--- config.mk ---
export PLATFORM = sky130hd
export DESIGN_NAME = pointer_event_generator
export DESIGN_NICKNAME = d
export VERILOG_FILES = /design/src/rtl/pegen_pkg.sv /design/src/rtl/pointer_event_generator.sv /design/src/rtl/pegen_scale.sv /design/src/rtl/pegen_track.sv /design/src/rtl/pegen_emit.sv
export VERILOG_INCLUDE_DIRS = /design/src /design/src/rtl
export SDC_FILE = /design/constraint.sdc
export NUM_CORES = 2
export LEC_CHECK = 0
export BUFFER_PORTS_ARGS = -buffer_cell sky130_fd_sc_hd__buf_2
export CAP_MARGIN = 20
export CORE_ASPECT_RATIO = 1.1
export CORE_MARGIN = 4
export CORE_UTILIZATION = 55
export DETAILED_ROUTE_END_ITERATION = 16
export PLACE_DENSITY = 0.76
export SLEW_MARGIN = 30
export SYNTH_ARGS = -nofsm -noshare
export SYNTH_HDL_FRONTEND = slang
export SYNTH_SLANG_ARGS = --single-unit
--- constraint.sdc ---
create_clock -name clk -period 7.82 [get_ports clk]
set_input_delay 0 -clock clk [delete_from_list [all_inputs] [get_ports clk]]
set_output_delay 0 -clock clk [all_outputs]
set_load 0.1 [all_outputs]
--- src/rtl/assert_macros.svh ---
// ----------------------------------------------------------------------------
// assert_macros.svh
// Shared concurrent assertion macros, clocked on clk and disabled in reset.
// ----------------------------------------------------------------------------
`ifndef ASSERT_MACROS_SVH
`define ASSERT_MACROS_SVH

// Same-cycle implication: when ante holds, cons holds in that cycle.
`define PEG_ASSERT_NOW(label, ante, cons, msg) \
  label: assert property (@(posedge clk) disable iff (!rst_n) (ante) |-> (cons)) \
    else $error(msg);

// Next-cycle implication: when ante holds, cons holds in the cycle after.
`define PEG_ASSERT_NEXT(label, ante, cons, msg) \
  label: assert property (@(posedge clk) disable iff (!rst_n) (ante) |=> (cons)) \
    else $error(msg);

`endif

--- src/rtl/pegen_pkg.sv ---
// ----------------------------------------------------------------------------
// pegen_pkg
// Types and constants shared by the pointer event generator modules.
// ----------------------------------------------------------------------------
`default_nettype none

package pegen_pkg;

  // Field widths
  localparam int CFG_W     = 13;
  localparam int CFG_IDX_W = 1;
  localparam int POS_W     = 17;
  localparam int ABS_W     = 16;
  localparam int WHEEL_W   = 8;
  localparam int BTN_W     = 3;
  localparam int MOD_W     = 8;
  localparam int KIND_W    = 2;
  localparam int EVB_W     = 2;
  localparam int NUM_EV    = 5;

  // Cursor storage must hold the default screen centre at any coordinate width
  localparam int CUR_MIN_W = 10;

  // Register indexes
  localparam logic [CFG_IDX_W-1:0] REG_SCREEN_WIDTH  = 1'b0;
  localparam logic [CFG_IDX_W-1:0] REG_SCREEN_HEIGHT = 1'b1;

  // Register reset values
  localparam logic [CFG_W-1:0] DEF_WIDTH  = 13'd1024;
  localparam logic [CFG_W-1:0] DEF_HEIGHT = 13'd768;

  // Event kinds
  localparam logic [KIND_W-1:0] EV_DOWN  = 2'd0;
  localparam logic [KIND_W-1:0] EV_UP    = 2'd1;
  localparam logic [KIND_W-1:0] EV_MOVE  = 2'd2;
  localparam logic [KIND_W-1:0] EV_WHEEL = 2'd3;

  // Event button codes
  localparam logic [EVB_W-1:0] BTN_NONE   = 2'd0;
  localparam logic [EVB_W-1:0] BTN_LEFT   = 2'd1;
  localparam logic [EVB_W-1:0] BTN_RIGHT  = 2'd2;
  localparam logic [EVB_W-1:0] BTN_MIDDLE = 2'd3;

  // Bit positions in the pending event mask, in emission order
  localparam int PEND_LEFT   = 0;
  localparam int PEND_RIGHT  = 1;
  localparam int PEND_MIDDLE = 2;
  localparam int PEND_MOVE   = 3;
  localparam int PEND_WHEEL  = 4;

  // One mouse packet
  typedef struct packed {
    logic                      rel;
    logic signed [POS_W-1:0]   pos_x;
    logic signed [POS_W-1:0]   pos_y;
    logic signed [WHEEL_W-1:0] wheel;
    logic [BTN_W-1:0]          buttons;
    logic [MOD_W-1:0]          mods;
  } pkt_t;

  // Events still owed for one packet
  typedef struct packed {
    logic [NUM_EV-1:0]         pending;
    logic [BTN_W-1:0]          buttons;
    logic [MOD_W-1:0]          mods;
    logic signed [WHEEL_W-1:0] wheel;
  } rec_t;

endpackage

`default_nettype wire

--- src/rtl/pointer_event_generator.sv ---
// Path: a request goes through the input, scaling and record registers to the output register.
// Throughput: one event per cycle while out_stall is low; a request holds the event sequencer
//   until it has sent its last event (1 to 5 events); a request with no events never enters it.
// The sequencer limits the rate: a new request enters tracking only when the previous one
//   has handed out its last event. Reset (synchronous, active low) empties the pipeline,
//   sets the screen to 1024x768, the cursor to 512,384 and the button state to none held.
`default_nettype none

`include "assert_macros.svh"

// ----------------------------------------------------------------------------
// pointer_event_generator
// Turns mouse requests into button, move and wheel events with cursor tracking.
// ----------------------------------------------------------------------------
module pointer_event_generator #(
  parameter int COORD_BITS = 12
) (
  input  logic                                 clk,
  input  logic                                 rst_n,
  input  logic                                 cfg_we,
  input  logic [pegen_pkg::CFG_IDX_W-1:0]      cfg_index,
  input  logic [pegen_pkg::CFG_W-1:0]          cfg_data,
  input  logic                                 in_valid,
  output logic                                 in_stall,
  input  logic                                 in_is_relative_move,
  input  logic signed [pegen_pkg::POS_W-1:0]   in_pos_x,
  input  logic signed [pegen_pkg::POS_W-1:0]   in_pos_y,
  input  logic signed [pegen_pkg::WHEEL_W-1:0] in_wheel,
  input  logic [pegen_pkg::BTN_W-1:0]          in_button_mask,
  input  logic [pegen_pkg::MOD_W-1:0]          in_modifier_keys,
  output logic                                 out_valid,
  input  logic                                 out_stall,
  output logic [pegen_pkg::KIND_W-1:0]         out_event_kind,
  output logic [COORD_BITS-1:0]                out_cursor_x,
  output logic [COORD_BITS-1:0]                out_cursor_y,
  output logic [pegen_pkg::BTN_W-1:0]          out_held_buttons,
  output logic [pegen_pkg::EVB_W-1:0]          out_event_button,
  output logic [pegen_pkg::MOD_W-1:0]          out_event_modifiers,
  output logic signed [pegen_pkg::WHEEL_W-1:0] out_wheel_delta,
  output logic                                 out_last_event
);
  import pegen_pkg::*;

  pkt_t                          in_pkt;
  pkt_t                          s2_pkt;
  logic                          s2_valid;
  logic                          s2_take;
  logic [ABS_W+COORD_BITS:0]     prod_x, prod_y;
  logic [COORD_BITS:0]           eff_w, eff_h;
  logic                          rec_load;
  logic                          rec_free;
  rec_t                          rec;
  logic [COORD_BITS-1:0]         cur_x, cur_y;

  // Gather the request fields
  always_comb begin
    in_pkt.rel     = in_is_relative_move;
    in_pkt.pos_x   = in_pos_x;
    in_pkt.pos_y   = in_pos_y;
    in_pkt.wheel   = in_wheel;
    in_pkt.buttons = in_button_mask;
    in_pkt.mods    = in_modifier_keys;
  end

  pegen_scale #(.COORD_BITS(COORD_BITS)) u_scale (
    .clk      (clk),
    .rst_n    (rst_n),
    .in_valid (in_valid),
    .in_stall (in_stall),
    .in_pkt   (in_pkt),
    .eff_w    (eff_w),
    .eff_h    (eff_h),
    .s2_take  (s2_take),
    .s2_valid (s2_valid),
    .s2_pkt   (s2_pkt),
    .prod_x   (prod_x),
    .prod_y   (prod_y)
  );

  pegen_track #(.COORD_BITS(COORD_BITS)) u_track (
    .clk       (clk),
    .rst_n     (rst_n),
    .cfg_we    (cfg_we),
    .cfg_index (cfg_index),
    .cfg_data  (cfg_data),
    .s2_valid  (s2_valid),
    .s2_pkt    (s2_pkt),
    .prod_x    (prod_x),
    .prod_y    (prod_y),
    .rec_free  (rec_free),
    .s2_take   (s2_take),
    .eff_w     (eff_w),
    .eff_h     (eff_h),
    .rec_load  (rec_load),
    .rec       (rec),
    .cur_x     (cur_x),
    .cur_y     (cur_y)
  );

  pegen_emit #(.COORD_BITS(COORD_BITS)) u_emit (
    .clk                 (clk),
    .rst_n               (rst_n),
    .rec_load            (rec_load),
    .rec_in              (rec),
    .cur_x               (cur_x),
    .cur_y               (cur_y),
    .rec_free            (rec_free),
    .out_valid           (out_valid),
    .out_stall           (out_stall),
    .out_event_kind      (out_event_kind),
    .out_cursor_x        (out_cursor_x),
    .out_cursor_y        (out_cursor_y),
    .out_held_buttons    (out_held_buttons),
    .out_event_button    (out_event_button),
    .out_event_modifiers (out_event_modifiers),
    .out_wheel_delta     (out_wheel_delta),
    .out_last_event      (out_last_event)
  );

  // Wheel amount only travels in wheel events
  `PEG_ASSERT_NOW(a_wheel_only_in_wheel_ev, out_valid && out_event_kind != EV_WHEEL, out_wheel_delta == '0, "wheel delta outside a wheel event")
  // Wheel event always closes its request
  `PEG_ASSERT_NOW(a_wheel_ev_is_last, out_valid && out_event_kind == EV_WHEEL, out_last_event, "wheel event not marked last")
  // Button events name a button
  `PEG_ASSERT_NOW(a_button_ev_has_button, out_valid && (out_event_kind == EV_DOWN || out_event_kind == EV_UP), out_event_button != BTN_NONE, "button event without a button")
  // Events of one request leave back to back
  `PEG_ASSERT_NEXT(a_events_back_to_back, out_valid && !out_stall && !out_last_event, out_valid, "gap inside a request's events")

endmodule

`default_nettype wire

--- src/rtl/pegen_scale.sv ---
// ----------------------------------------------------------------------------
// pegen_scale
// Input register and absolute-coordinate scaling stage (coord * screen size).
// ----------------------------------------------------------------------------
`default_nettype none

module pegen_scale #(
  parameter int COORD_BITS = 12
) (
  input  logic                                  clk,
  input  logic                                  rst_n,
  input  logic                                  in_valid,
  output logic                                  in_stall,
  input  pegen_pkg::pkt_t                       in_pkt,
  input  logic [COORD_BITS:0]                   eff_w,
  input  logic [COORD_BITS:0]                   eff_h,
  input  logic                                  s2_take,
  output logic                                  s2_valid,
  output pegen_pkg::pkt_t                       s2_pkt,
  output logic [pegen_pkg::ABS_W+COORD_BITS:0]  prod_x,
  output logic [pegen_pkg::ABS_W+COORD_BITS:0]  prod_y
);
  import pegen_pkg::*;

  localparam int PROD_W = ABS_W + COORD_BITS + 1;

  logic              s1_valid_r, s1_valid_nxt;
  pkt_t              s1_pkt_r;
  logic              s2_valid_r, s2_valid_nxt;
  pkt_t              s2_pkt_r;
  logic [PROD_W-1:0] prod_x_r, prod_x_nxt;
  logic [PROD_W-1:0] prod_y_r, prod_y_nxt;
  logic              s2_free;
  logic              s1_move;
  logic              in_acc;
  logic [ABS_W-1:0]  ax;
  logic [ABS_W-1:0]  ay;

  // Stage flow control
  assign s2_free  = !s2_valid_r || s2_take;
  assign s1_move  = s1_valid_r && s2_free;
  assign in_stall = s1_valid_r && !s2_free;
  assign in_acc   = in_valid && !in_stall;

  // Negative absolute coordinates map to zero
  assign ax = s1_pkt_r.pos_x[POS_W-1] ? '0 : s1_pkt_r.pos_x[ABS_W-1:0];
  assign ay = s1_pkt_r.pos_y[POS_W-1] ? '0 : s1_pkt_r.pos_y[ABS_W-1:0];

  // Scale by the screen size
  assign prod_x_nxt = s1_move ? PROD_W'(ax) * PROD_W'(eff_w) : prod_x_r;
  assign prod_y_nxt = s1_move ? PROD_W'(ay) * PROD_W'(eff_h) : prod_y_r;

  // Advance valid flags
  always_comb begin
    s1_valid_nxt = s1_valid_r;
    if (in_acc) begin
      s1_valid_nxt = 1'b1;
    end else if (s1_move) begin
      s1_valid_nxt = 1'b0;
    end
    s2_valid_nxt = s2_valid_r;
    if (s1_move) begin
      s2_valid_nxt = 1'b1;
    end else if (s2_take) begin
      s2_valid_nxt = 1'b0;
    end
  end

  always_ff @(posedge clk) begin
    if (!rst_n) begin
      s1_valid_r <= 1'b0;
      s2_valid_r <= 1'b0;
    end else begin
      s1_valid_r <= s1_valid_nxt;
      s2_valid_r <= s2_valid_nxt;
    end
  end

  // Payload registers
  always_ff @(posedge clk) begin
    if (in_acc) begin
      s1_pkt_r <= in_pkt;
    end
    if (s1_move) begin
      s2_pkt_r <= s1_pkt_r;
    end
    prod_x_r <= prod_x_nxt;
    prod_y_r <= prod_y_nxt;
  end

  assign s2_valid = s2_valid_r;
  assign s2_pkt   = s2_pkt_r;
  assign prod_x   = prod_x_r;
  assign prod_y   = prod_y_r;

endmodule

`default_nettype wire

--- src/rtl/pegen_track.sv ---
// ----------------------------------------------------------------------------
// pegen_track
// Screen size registers, cursor and button state, clamping and event mask.
// ----------------------------------------------------------------------------
`default_nettype none

module pegen_track #(
  parameter int COORD_BITS = 12
) (
  input  logic                                  clk,
  input  logic                                  rst_n,
  input  logic                                  cfg_we,
  input  logic [pegen_pkg::CFG_IDX_W-1:0]       cfg_index,
  input  logic [pegen_pkg::CFG_W-1:0]           cfg_data,
  input  logic                                  s2_valid,
  input  pegen_pkg::pkt_t                       s2_pkt,
  input  logic [pegen_pkg::ABS_W+COORD_BITS:0]  prod_x,
  input  logic [pegen_pkg::ABS_W+COORD_BITS:0]  prod_y,
  input  logic                                  rec_free,
  output logic                                  s2_take,
  output logic [COORD_BITS:0]                   eff_w,
  output logic [COORD_BITS:0]                   eff_h,
  output logic                                  rec_load,
  output pegen_pkg::rec_t                       rec,
  output logic [COORD_BITS-1:0]                 cur_x,
  output logic [COORD_BITS-1:0]                 cur_y
);
  import pegen_pkg::*;

  localparam int CUR_W  = (COORD_BITS > CUR_MIN_W) ? COORD_BITS : CUR_MIN_W;
  localparam int XW     = CUR_W + 1;
  localparam int SUM_W  = ((CUR_W + 1 > POS_W) ? CUR_W + 1 : POS_W) + 1;
  localparam int PROD_W = ABS_W + COORD_BITS + 1;
  localparam int Q_W    = COORD_BITS + 2;
  localparam int CMP_W  = (COORD_BITS + 1 > CFG_W) ? COORD_BITS + 1 : CFG_W;

  // Effective size: zero reads as one, anything above 2^COORD_BITS saturates
  function automatic logic [COORD_BITS:0] eff_size(input logic [CFG_W-1:0] r);
    logic [CMP_W-1:0] r_ext;
    logic [CMP_W-1:0] lim;
    r_ext = CMP_W'(r);
    lim   = CMP_W'(1) << COORD_BITS;
    if (r_ext == '0) return (COORD_BITS+1)'(1);
    else if (r_ext > lim) return lim[COORD_BITS:0];
    else return r_ext[COORD_BITS:0];
  endfunction

  // Clamp a signed cursor sum to 0..mx
  function automatic logic [CUR_W-1:0] rel_clamp(input logic signed [SUM_W-1:0] s,
                                                  input logic [COORD_BITS:0] mx);
    logic signed [SUM_W-1:0] mx_s;
    mx_s = SUM_W'(mx);
    if (s < 0) return '0;
    else if (s > mx_s) return CUR_W'(mx);
    else return CUR_W'(s);
  endfunction

  // Divide the scaled coordinate by 0xffff, then clamp to mx
  function automatic logic [CUR_W-1:0] abs_clamp(input logic [PROD_W-1:0] p,
                                                  input logic [COORD_BITS:0] mx);
    logic [PROD_W:0] acc;
    logic [Q_W-1:0]  q;
    acc = (PROD_W+1)'(p) + (PROD_W+1)'(p >> ABS_W) + (PROD_W+1)'(1);
    q   = acc[PROD_W:ABS_W];
    if (q > Q_W'(mx)) return CUR_W'(mx);
    else return CUR_W'(q);
  endfunction

  // Pull a stored cursor down to mx
  function automatic logic [CUR_W-1:0] hi_clamp(input logic [CUR_W-1:0] c,
                                                 input logic [COORD_BITS:0] mx);
    if (XW'(c) > XW'(mx)) return CUR_W'(mx);
    else return c;
  endfunction

  logic [CFG_W-1:0]        width_r, width_nxt;
  logic [CFG_W-1:0]        height_r, height_nxt;
  logic [CUR_W-1:0]        cur_x_r, cur_x_nxt;
  logic [CUR_W-1:0]        cur_y_r, cur_y_nxt;
  logic [BTN_W-1:0]        prev_btn_r, prev_btn_nxt;
  logic [COORD_BITS:0]     max_x, max_y;
  logic [CFG_W-1:0]        cfg_w, cfg_h;
  logic [COORD_BITS:0]     cfg_max_x, cfg_max_y;
  logic signed [SUM_W-1:0] sum_x, sum_y;
  logic [CUR_W-1:0]        new_x, new_y;
  logic                    moved;
  logic [BTN_W-1:0]        changed;

  // Current limits
  assign eff_w = eff_size(width_r);
  assign eff_h = eff_size(height_r);
  assign max_x = eff_w - (COORD_BITS+1)'(1);
  assign max_y = eff_h - (COORD_BITS+1)'(1);

  // New cursor position for the packet in stage 2
  assign sum_x = SUM_W'($signed({1'b0, cur_x_r})) + SUM_W'(s2_pkt.pos_x);
  assign sum_y = SUM_W'($signed({1'b0, cur_y_r})) + SUM_W'(s2_pkt.pos_y);
  assign new_x = s2_pkt.rel ? rel_clamp(sum_x, max_x) : abs_clamp(prod_x, max_x);
  assign new_y = s2_pkt.rel ? rel_clamp(sum_y, max_y) : abs_clamp(prod_y, max_y);
  assign moved = (new_x != cur_x_r) || (new_y != cur_y_r);
  assign changed = prev_btn_r ^ s2_pkt.buttons;

  // Hand the packet on once the emitter has room
  assign s2_take = s2_valid && rec_free;

  always_comb begin
    rec.pending              = '0;
    rec.pending[PEND_LEFT]   = changed[0];
    rec.pending[PEND_RIGHT]  = changed[1];
    rec.pending[PEND_MIDDLE] = changed[2];
    rec.pending[PEND_MOVE]   = moved;
    rec.pending[PEND_WHEEL]  = (s2_pkt.wheel != '0);
    rec.buttons              = s2_pkt.buttons;
    rec.mods                 = s2_pkt.mods;
    rec.wheel                = s2_pkt.wheel;
  end

  // Drop packets that cause no event
  assign rec_load = s2_take && (rec.pending != '0);

  // Size after a register write, and the cursor limits it gives
  assign cfg_w     = (cfg_index == REG_SCREEN_WIDTH)  ? cfg_data : width_r;
  assign cfg_h     = (cfg_index == REG_SCREEN_HEIGHT) ? cfg_data : height_r;
  assign cfg_max_x = eff_size(cfg_w) - (COORD_BITS+1)'(1);
  assign cfg_max_y = eff_size(cfg_h) - (COORD_BITS+1)'(1);

  // Update state on a packet; otherwise store a size write and clamp the cursor to it
  always_comb begin
    width_nxt    = width_r;
    height_nxt   = height_r;
    cur_x_nxt    = cur_x_r;
    cur_y_nxt    = cur_y_r;
    prev_btn_nxt = prev_btn_r;
    if (s2_take) begin
      cur_x_nxt    = new_x;
      cur_y_nxt    = new_y;
      prev_btn_nxt = s2_pkt.buttons;
    end else if (cfg_we) begin
      width_nxt  = cfg_w;
      height_nxt = cfg_h;
      cur_x_nxt  = hi_clamp(cur_x_r, cfg_max_x);
      cur_y_nxt  = hi_clamp(cur_y_r, cfg_max_y);
    end
  end

  always_ff @(posedge clk) begin
    if (!rst_n) begin
      width_r    <= DEF_WIDTH;
      height_r   <= DEF_HEIGHT;
      cur_x_r    <= CUR_W'(DEF_WIDTH / 2);
      cur_y_r    <= CUR_W'(DEF_HEIGHT / 2);
      prev_btn_r <= '0;
    end else begin
      width_r    <= width_nxt;
      height_r   <= height_nxt;
      cur_x_r    <= cur_x_nxt;
      cur_y_r    <= cur_y_nxt;
      prev_btn_r <= prev_btn_nxt;
    end
  end

  assign cur_x = cur_x_r[COORD_BITS-1:0];
  assign cur_y = cur_y_r[COORD_BITS-1:0];

endmodule

`default_nettype wire

--- src/rtl/pegen_emit.sv ---
// ----------------------------------------------------------------------------
// pegen_emit
// Event sequencer: sends the pending events of one packet, one per cycle when not stalled.
// ----------------------------------------------------------------------------
`default_nettype none

module pegen_emit #(
  parameter int COORD_BITS = 12
) (
  input  logic                                 clk,
  input  logic                                 rst_n,
  input  logic                                 rec_load,
  input  pegen_pkg::rec_t                      rec_in,
  input  logic [COORD_BITS-1:0]                cur_x,
  input  logic [COORD_BITS-1:0]                cur_y,
  output logic                                 rec_free,
  output logic                                 out_valid,
  input  logic                                 out_stall,
  output logic [pegen_pkg::KIND_W-1:0]         out_event_kind,
  output logic [COORD_BITS-1:0]                out_cursor_x,
  output logic [COORD_BITS-1:0]                out_cursor_y,
  output logic [pegen_pkg::BTN_W-1:0]          out_held_buttons,
  output logic [pegen_pkg::EVB_W-1:0]          out_event_button,
  output logic [pegen_pkg::MOD_W-1:0]          out_event_modifiers,
  output logic signed [pegen_pkg::WHEEL_W-1:0] out_wheel_delta,
  output logic                                 out_last_event
);
  import pegen_pkg::*;

  logic [NUM_EV-1:0]         pend_r, pend_nxt;
  rec_t                      rec_r;
  logic                      out_valid_r, out_valid_nxt;
  logic [KIND_W-1:0]         kind_r;
  logic [COORD_BITS-1:0]     cx_r, cy_r;
  logic [BTN_W-1:0]          held_r;
  logic [EVB_W-1:0]          btn_r;
  logic [MOD_W-1:0]          mods_r;
  logic signed [WHEEL_W-1:0] wheel_r;
  logic                      last_r;
  logic                      out_free;
  logic                      emit;
  logic [NUM_EV-1:0]         low_bit;
  logic [NUM_EV-1:0]         rest;
  logic                      is_last;
  logic [KIND_W-1:0]         kind_sel;
  logic [EVB_W-1:0]          btn_sel;
  logic signed [WHEEL_W-1:0] wheel_sel;

  // Pick the lowest pending event
  assign out_free = !out_valid_r || !out_stall;
  assign emit     = (pend_r != '0) && out_free;
  assign low_bit  = pend_r & (~pend_r + NUM_EV'(1));
  assign rest     = pend_r & ~low_bit;
  assign is_last  = (rest == '0);
  assign rec_free = (pend_r == '0) || (emit && is_last);

  always_comb begin
    kind_sel  = EV_MOVE;
    btn_sel   = BTN_NONE;
    wheel_sel = '0;
    priority if (pend_r[PEND_LEFT]) begin
      kind_sel = rec_r.buttons[0] ? EV_DOWN : EV_UP;
      btn_sel  = BTN_LEFT;
    end else if (pend_r[PEND_RIGHT]) begin
      kind_sel = rec_r.buttons[1] ? EV_DOWN : EV_UP;
      btn_sel  = BTN_RIGHT;
    end else if (pend_r[PEND_MIDDLE]) begin
      kind_sel = rec_r.buttons[2] ? EV_DOWN : EV_UP;
      btn_sel  = BTN_MIDDLE;
    end else if (pend_r[PEND_WHEEL] && !pend_r[PEND_MOVE]) begin
      kind_sel  = EV_WHEEL;
      wheel_sel = rec_r.wheel;
    end else begin
      kind_sel = EV_MOVE;
    end
  end

  // Load a new packet or drop the event just sent
  always_comb begin
    pend_nxt = pend_r;
    if (rec_load) begin
      pend_nxt = rec_in.pending;
    end else if (emit) begin
      pend_nxt = rest;
    end
  end

  // Output register holds a taken event until the sink takes it
  always_comb begin
    out_valid_nxt = out_valid_r;
    if (emit) begin
      out_valid_nxt = 1'b1;
    end else if (!out_stall) begin
      out_valid_nxt = 1'b0;
    end
  end

  always_ff @(posedge clk) begin
    if (!rst_n) begin
      pend_r      <= '0;
      out_valid_r <= 1'b0;
    end else begin
      pend_r      <= pend_nxt;
      out_valid_r <= out_valid_nxt;
    end
  end

  always_ff @(posedge clk) begin
    if (rec_load) begin
      rec_r <= rec_in;
    end
    if (emit) begin
      kind_r  <= kind_sel;
      cx_r    <= cur_x;
      cy_r    <= cur_y;
      held_r  <= rec_r.buttons;
      btn_r   <= btn_sel;
      mods_r  <= rec_r.mods;
      wheel_r <= wheel_sel;
      last_r  <= is_last;
    end
  end

  assign out_valid           = out_valid_r;
  assign out_event_kind      = kind_r;
  assign out_cursor_x        = cx_r;
  assign out_cursor_y        = cy_r;
  assign out_held_buttons    = held_r;
  assign out_event_button    = btn_r;
  assign out_event_modifiers = mods_r;
  assign out_wheel_delta     = wheel_r;
  assign out_last_event      = last_r;

endmodule

`default_nettype wire
# Word-level counts from Yosys, hierarchy flattened
# Cells that the tools add are included.
[word_totals] ff_bits=294 input_bits=73 output_inout_bits=50 elab_cells=149
[op_classes] n_addsub=11 multipliers=2 magnitude_cmp=12 eq_ne=3 mux=43 bitwise=7 reduce_logical=37
[op_table] op="$mux W12" n=14
[op_table] op="$mux W13" n=10
[op_table] op="$add A29 B13 Y30" n=2
[op_table] op="$add A30 B1 Y30 const B" n=2
[op_table] op="$mul A16 B13 Y29" n=2
[op_table] op="$gt A13 B13 Y1 const B" n=4
[op_table] op="$logic_not A13 Y1" n=4
[op_table] op="$sub A13 B1 Y13 const B" n=4
[op_table] op="$add A13 B17 Y18" n=2
[op_table] op="$gt A18 B14 Y1" n=2
[op_table] op="$lt A18 B1 Y1 const B" n=2
[op_table] op="$mux W16" n=2
[op_table] op="$gt A14 B13 Y1" n=2
[op_table] op="$gt A12 B13 Y1" n=2
[op_table] op="$ne A12 B12 Y1" n=2
[op_table] op="$reduce_bool A2 Y1" n=6
[op_table] op="$and A5 B5 Y5" n=2
[op_table] op="$logic_not A5 Y1" n=2
[op_table] op="$mux W1" n=10
[op_table] op="$mux W2" n=5
[op_table] op="$mux W5" n=2
[op_table] op="$not A5 Y5" n=2
[op_table] op="$reduce_bool A5 Y1" n=2
[op_table] op="$logic_and A1 B1 Y1" n=8
[op_table] op="9 further kinds" n=20

# Depth between registers and ports, before layout
[logic_depth] word_depth=15 ltp_mapped=29

# Modules after synthesis
# From an unflattened synthesis, not the netlist that was laid out.
[unflattened] hier_cells=3535 area_unflattened_um2=32444.9
[by_module_without_submodules] module="pegen_scale" n_inst=1 cells_per_inst=1860 area_each_um2=18987.0
[by_module_without_submodules] module="pegen_track" n_inst=1 cells_per_inst=1544 area_each_um2=10964.3
[by_module_without_submodules] module="pegen_emit" n_inst=1 cells_per_inst=131 area_each_um2=2493.6

# Worst setup path after synthesis
# Ideal clock, no wire load.
[synth_timing] path_kind="register -> register" start="register u_track.height_r[12]" end="register u_scale.prod_y_r[28], in the netlist u_scale.prod_y[28] (data pin)" setup_time_ps=158 arrival_time_ps=6784 required_ps=7662 setup_slack_ps=878 stages_incl_launch_ff=30 path_buffers=4 path_cell_list="dfxtp_1 > clkbuf_1 > buf_2 > buf_2 > nor2b_1 > clkbuf_1 > nand2_1 > fa_1 > inv_1 > fa_1 > inv_1 > fa_1 > inv_1 > ha_1 > inv_1 > fa_1 > inv_1 > ha_1 > a21oi_1 > o21bai_1 > a21oi_1 > o21bai_1 > a41o_1 > o41a_1 > a41oi_1 > a211oi_1 > a41o_1 > or4_1 > a2111o_1 > o211ai_1"
[synth_between] elab_chain_len=4 elab_cells_between_ends=5
[synth_rtl] item="start: declaration" line="pegen_track.sv:77" text="logic [CFG_W-1:0] height_r, height_nxt;"
[synth_rtl] item="start signal: assignment" line="pegen_track.sv:155" text="height_r <= height_nxt;"
[synth_rtl] item="$gt A13 B13 Y1" line="pegen_track.sv:44" text="else if (r_ext > lim) return lim[COORD_BITS:0];"
[synth_rtl] item="$mux W13" line="pegen_track.sv:44"
[synth_rtl] item="$mux W13 (*)" line="pegen_track.sv:43" text="if (r_ext == '0) return (COORD_BITS+1)'(1);"
[synth_rtl] item="$mul A16 B13 Y29 (*)" line="pegen_scale.sv:51" text="assign prod_y_nxt = s1_move ? PROD_W'(ay) * PROD_W'(eff_h) : prod_y_r;"
[synth_rtl] item="end signal: assignment" line="pegen_scale.sv:88" text="prod_y_r <= prod_y_nxt;"
[synth_rtl] item="end: declaration" line="pegen_scale.sv:32" text="logic [PROD_W-1:0] prod_y_r, prod_y_nxt;"
# Every way passes the cells marked *; elsewhere a longest branch is shown, timed or not.
# A chain may end at the register's enable or synchronous reset.

# Worst setup path in the final report
[layout_timing] start="register u_track.height_r[5]" end="register u_scale.prod_y_r[28], in the netlist u_scale.prod_y[28] (data pin)"
# Same word-level chain as after synthesis.

==> impl_summary.txt <==
----------------------------------------------------
[Status]
  Result of the run ... complete, no violations

[Detailed routing]
  Vias per std cell ... 5.89
  Final wirelength ... 85,100 um
  Total iterations of the first detailed-routing run ... 6
  Remaining routing DRC violations ... 0
  Remaining antenna violation count after routing ... 0
  Post-detailed-route wirelength per cell ... 20.1 um
  Drt first-iter violations ... 2,505
  Count of vias placed by the detailed router ... 24,900

[Synthesis]
  Synth area leader ... sky130_fd_sc_hd__edfxtp_1
  Average cell area after synthesis ... 9.34 um^2
  Prevailing post-synth register cell ... sky130_fd_sc_hd__edfxtp_1
  Fraction of post-synthesis cell area in the top cell type by area ... 22.9%
  Number of instances in the synthesized netlist ... 3,272
  Synth async-reset ratio ... 0%
  Largest cells by area after synthesis ... sky130_fd_sc_hd__edfxtp_1, sky130_fd_sc_hd__fa_1, sky130_fd_sc_hd__ha_1
  Post-synthesis sequential area ratio ... 26.9%
  Netlist cell types ... 98
  EDFF count, synth ... 233
  Flip-flop and latch count after synthesis ... 294
  Number of nets in the synthesized netlist ... 3,929
  Warnings, synthesis ... 0
  Post-synth design cell area ... 30,600 um^2

[Final layout]
  Fill count ... 4,628
  Layout-stage area growth over the synthesis result ... 11.8%
  Share of layout cells above drive strength 1 ... 9.67%
  Layout Cells excl Fill ... 4,225
  Layout Nets ... 4,115

[Clock tree]
  Worst-skew pair later-pin latency ... 0.57 ns
  Longest Clk Path Bufs ... 3
  Count of cells resized by post-cts repair ... 0
  Clk sinks ... 294
  CTS root buf ... sky130_fd_sc_hd__clkbuf_16
  H-tree level count ... 2
  Number of buffers added for setup after CTS ... 0
  Number of buffers inserted during clock tree synthesis ... 34
  Clock input transition at the sequential cells of the worst setup and hold paths ... 0.06 ns
  Number of hold buffers added after cts ... 75
  CTS tree ... yes

[Timing]
  Worst Setup Slack, final ... 0.425 ns
  Worst clock skew ... 0.0308 ns
  Tightest Pin Transition ... 1.14 ns
  Setup Total Neg Slack ... 0 ns
  Final clock period utilization by the worst path ... 94.6%
  Count of pins over their slew limit ... 0
  Highest achievable clock rate ... 135 MHz
  Setup repair after global routing missed its margin ... false
  Max transition margin ... 23.4%
  Fin crit period ... 7.39 ns
  Number of endpoints with negative hold slack in the final report ... 0
  Setup violators final ... 0

[Pwr]
  PD cells ... 174 nW/um^2
  Maximum vdd ir drop ... 0.245 mV
  Leakage ... 15.0 nW

[Setup path]
  Crit Path Category ... register to register
  Worst endpoint data arrival time ... 7.78 ns
  Endpoint of the worst-slack reg-to-reg timing path ... u_scale.prod_y[28]
  Register-to-Register Setup Slack ... 0.43 ns
  Cell mode on critical path ... sky130_fd_sc_hd__fa_1
  Worst-case reg-to-reg path depth ... 26
  Crit path launch type ... register
  CP max stage delay ... 0.55 ns
  Top cell family by delay on the critical path ... compound AO/OA/AOI/OAI gates
  CP bufs+invs ... 3
  Launching element of the worst setup path ... u_track.height_r[5]
  Required time reported for the critical path endpoint ... 8.21 ns
  Startpoint of the most critical register-to-register path ... u_track.height_r[5]
  Cell with the largest stage delay on the worst path ... sky130_fd_sc_hd__dfxtp_1
  Category of the worst setup path capture point ... register
  Maximum fanout encountered on the critical timing path ... 11

[Global routing]
  Initial antenna violation count ... 11
  Gr ovfl total ... 0
  Total routing resource utilization after global routing ... 29.0%
  First-pass GRT wire length ... 135,000 um
  Number of global-route vias before repair ... 24,300
  Pin count of the biggest net entering global routing ... 63

[Placement]
  Quantity of I/O buffers inserted on ports ... 122
  Final HPWL from detailed placement ... 67,000 um
  RD Place Congestion ... 1.01
  Placed instance count ... 4,083
  Pre-CTS worst setup slack ... 0.654 ns

[Die]
  Initial cell density of the core ... 55.6%
  Die Ht ... 255 um
  Overall die width ... 233 um
  Floorplan core area ... 55,000 um^2
  I/O pin count ... 123
  Die footprint ... 59,400 um^2
  Floorplan row count ... 90

[Hold path]
  Classification of the worst-slack hold path ... input pin to register
  Endpoint of the worst hold-timing path ... u_track.width_r[7]
  Min-delay src ... cfg_data[7]
  Hold-critical path depth ... 3

[Flow run]
  Count of maximum capacitance violations ... 0

----------------------------------------------------
==> cells by family after synthesis <==
group           share of synthesized area, %
simple gates                            17.2
fa+ha+maj                               31.5
compound gates                          12.0
buf+inv                                 6.63
flops                                   26.9
xor+xnor                                3.24
mux                                     2.49
==> stage by stage <==
stage	instance area (um^2)	util (%)	total power (W)	hold WS (ns)
2_1_floorplan	30600	-	0.00360	0.0989
3_3_place_gp	32300	58.7	0.00423	0.176
3_5_place_dp	32300	58.7	0.00427	0.178
4_1_cts	34100	62.1	0.00594	0.00360
5_1_grt	34200	62.2	0.00630	0.0762
6_report	34200	62.2	0.00595	0.0238
==> power breakdown <==
part           total [W]  internal (W)  switching [W]  leakage [nW]
clock            0.00162      0.000943       0.000681         0.560
combinational    0.00234      0.000866        0.00147          11.7
sequential       0.00199       0.00185       0.000140          2.71
==> flip-flops by register name (all words and copies together), names as in the netlist, 2 cells and up <==
register                    count
u_scale.s1_pkt_r               54
u_scale.s2_pkt                 54
u_scale.prod_x                 29
u_scale.prod_y                 29
u_emit.rec_r                   19
u_track.height_r               13
u_track.width_r                13
u_emit.out_cursor_x            12
u_emit.out_cursor_y            12
u_track.cur_x                  12
u_track.cur_y                  12
u_emit.out_event_modifiers      8
u_emit.out_wheel_delta          8
u_emit.pend_r                   5
u_emit.out_held_buttons         3
u_track.prev_btn_r              3
u_emit.out_event_button         2
u_emit.out_event_kind           2
==> synth_stat cells (all sizes together), types with 6 or more instances <==
cell type	instances
a2111oi	7
a211o	7
a211oi	42
a21boi	6
a21o	34
a21oi	146
a311oi	12
a31oi	19
and2	36
and3	18
buf	22
clkbuf	109
dfxtp	61
edfxtp	233
fa	310
ha	274
inv	399
mux2	27
mux2i	45
nand2	412
nand2b	77
nand3	56
nand4	27
nor2	302
nor2b	65
nor3	66
nor3b	9
nor4	20
o2111ai	6
o211a	7
o211ai	26
o21a	23
o21ai	108
o21bai	15
o221ai	6
o22ai	12
o31ai	11
o41ai	10
or2	12
or3	14
or4	8
xnor2	82
xor2	31
==> per-layer routing <==
| layer | vias to the layer above | wire length [um] | global-route usage, % |
|---|---|---|---|
| met4 | 10 | 3430 | 10.4 |
| met2 | 1096 | 38100 | 45.0 |
| li1 | 11500 | - | - |
| met1 | 12000 | 35800 | 40.8 |
| met5 | - | 69 | 0 |
| met3 | 260 | 7720 | 5.82 |
==> cells in the final DEF, fill, tap and decap left out, drive strengths merged, types with 31 or more instances in the layout <==
master,n
edfxtp,233
clkbuf,44
inv,405
nor2,302
nor3,66
a21o,34
xnor2,82
and2,36
xor2,31
nand2b,77
a21oi,146
fa,310
a211oi,42
ha,274
nand2,412
nand3,56
mux2i,45
dlygate4sd3,75
nor2b,65
dfxtp,61
buf,206
o21ai,108
==> worst reg2reg max path, stage by stage (launching register included) <==
cell	delay [ns]
sky130_fd_sc_hd__dfxtp_1	0.55
sky130_fd_sc_hd__nor3_1	0.16
sky130_fd_sc_hd__nand3_1	0.19
sky130_fd_sc_hd__nor2_1	0.09
sky130_fd_sc_hd__o21bai_2	0.52
sky130_fd_sc_hd__buf_4	0.28
sky130_fd_sc_hd__nor2_1	0.08
sky130_fd_sc_hd__fa_1	0.49
sky130_fd_sc_hd__ha_1	0.30
sky130_fd_sc_hd__ha_1	0.28
sky130_fd_sc_hd__inv_1	0.05
sky130_fd_sc_hd__fa_1	0.47
sky130_fd_sc_hd__inv_1	0.07
sky130_fd_sc_hd__fa_1	0.42
sky130_fd_sc_hd__a21o_1	0.18
sky130_fd_sc_hd__a21oi_1	0.24
sky130_fd_sc_hd__o21bai_1	0.11
sky130_fd_sc_hd__a21oi_1	0.24
sky130_fd_sc_hd__o21bai_1	0.12
sky130_fd_sc_hd__a41o_1	0.28
sky130_fd_sc_hd__o41a_1	0.37
sky130_fd_sc_hd__a41oi_1	0.35
sky130_fd_sc_hd__a211oi_1	0.19
sky130_fd_sc_hd__a41o_1	0.30
sky130_fd_sc_hd__or4_1	0.44
sky130_fd_sc_hd__a2111o_1	0.38
sky130_fd_sc_hd__o211ai_1	0.09
==> final cells by class <==
class	instances	area (um^2)	area share, %
inverter	401	1510	4.41
clock inverter	18	184	0.538
sequential	294	8220	24.1
tap	736	921	2.70
timing repair buffer	281	1990	5.83
multi-input combinational	2446	20400	59.7
antenna	5	12.5	0.0366
clock buffer	44	953	2.79
==> worst max-delay path by stage <==
stage               slack [ns]                  to  depth (start not counted)
finish                    0.43  u_scale.prod_y[28]                         26
detailed placement        0.65  u_scale.prod_y[28]                         25
floorplan                 0.88  u_scale.prod_y[28]                         29
CTS                       0.60  u_scale.prod_y[28]                         23
global placement          0.68  u_scale.prod_y[28]                         25
global route              0.14  u_scale.prod_y[28]                         23
Note: power is estimated with default switching activity, not from simulation.
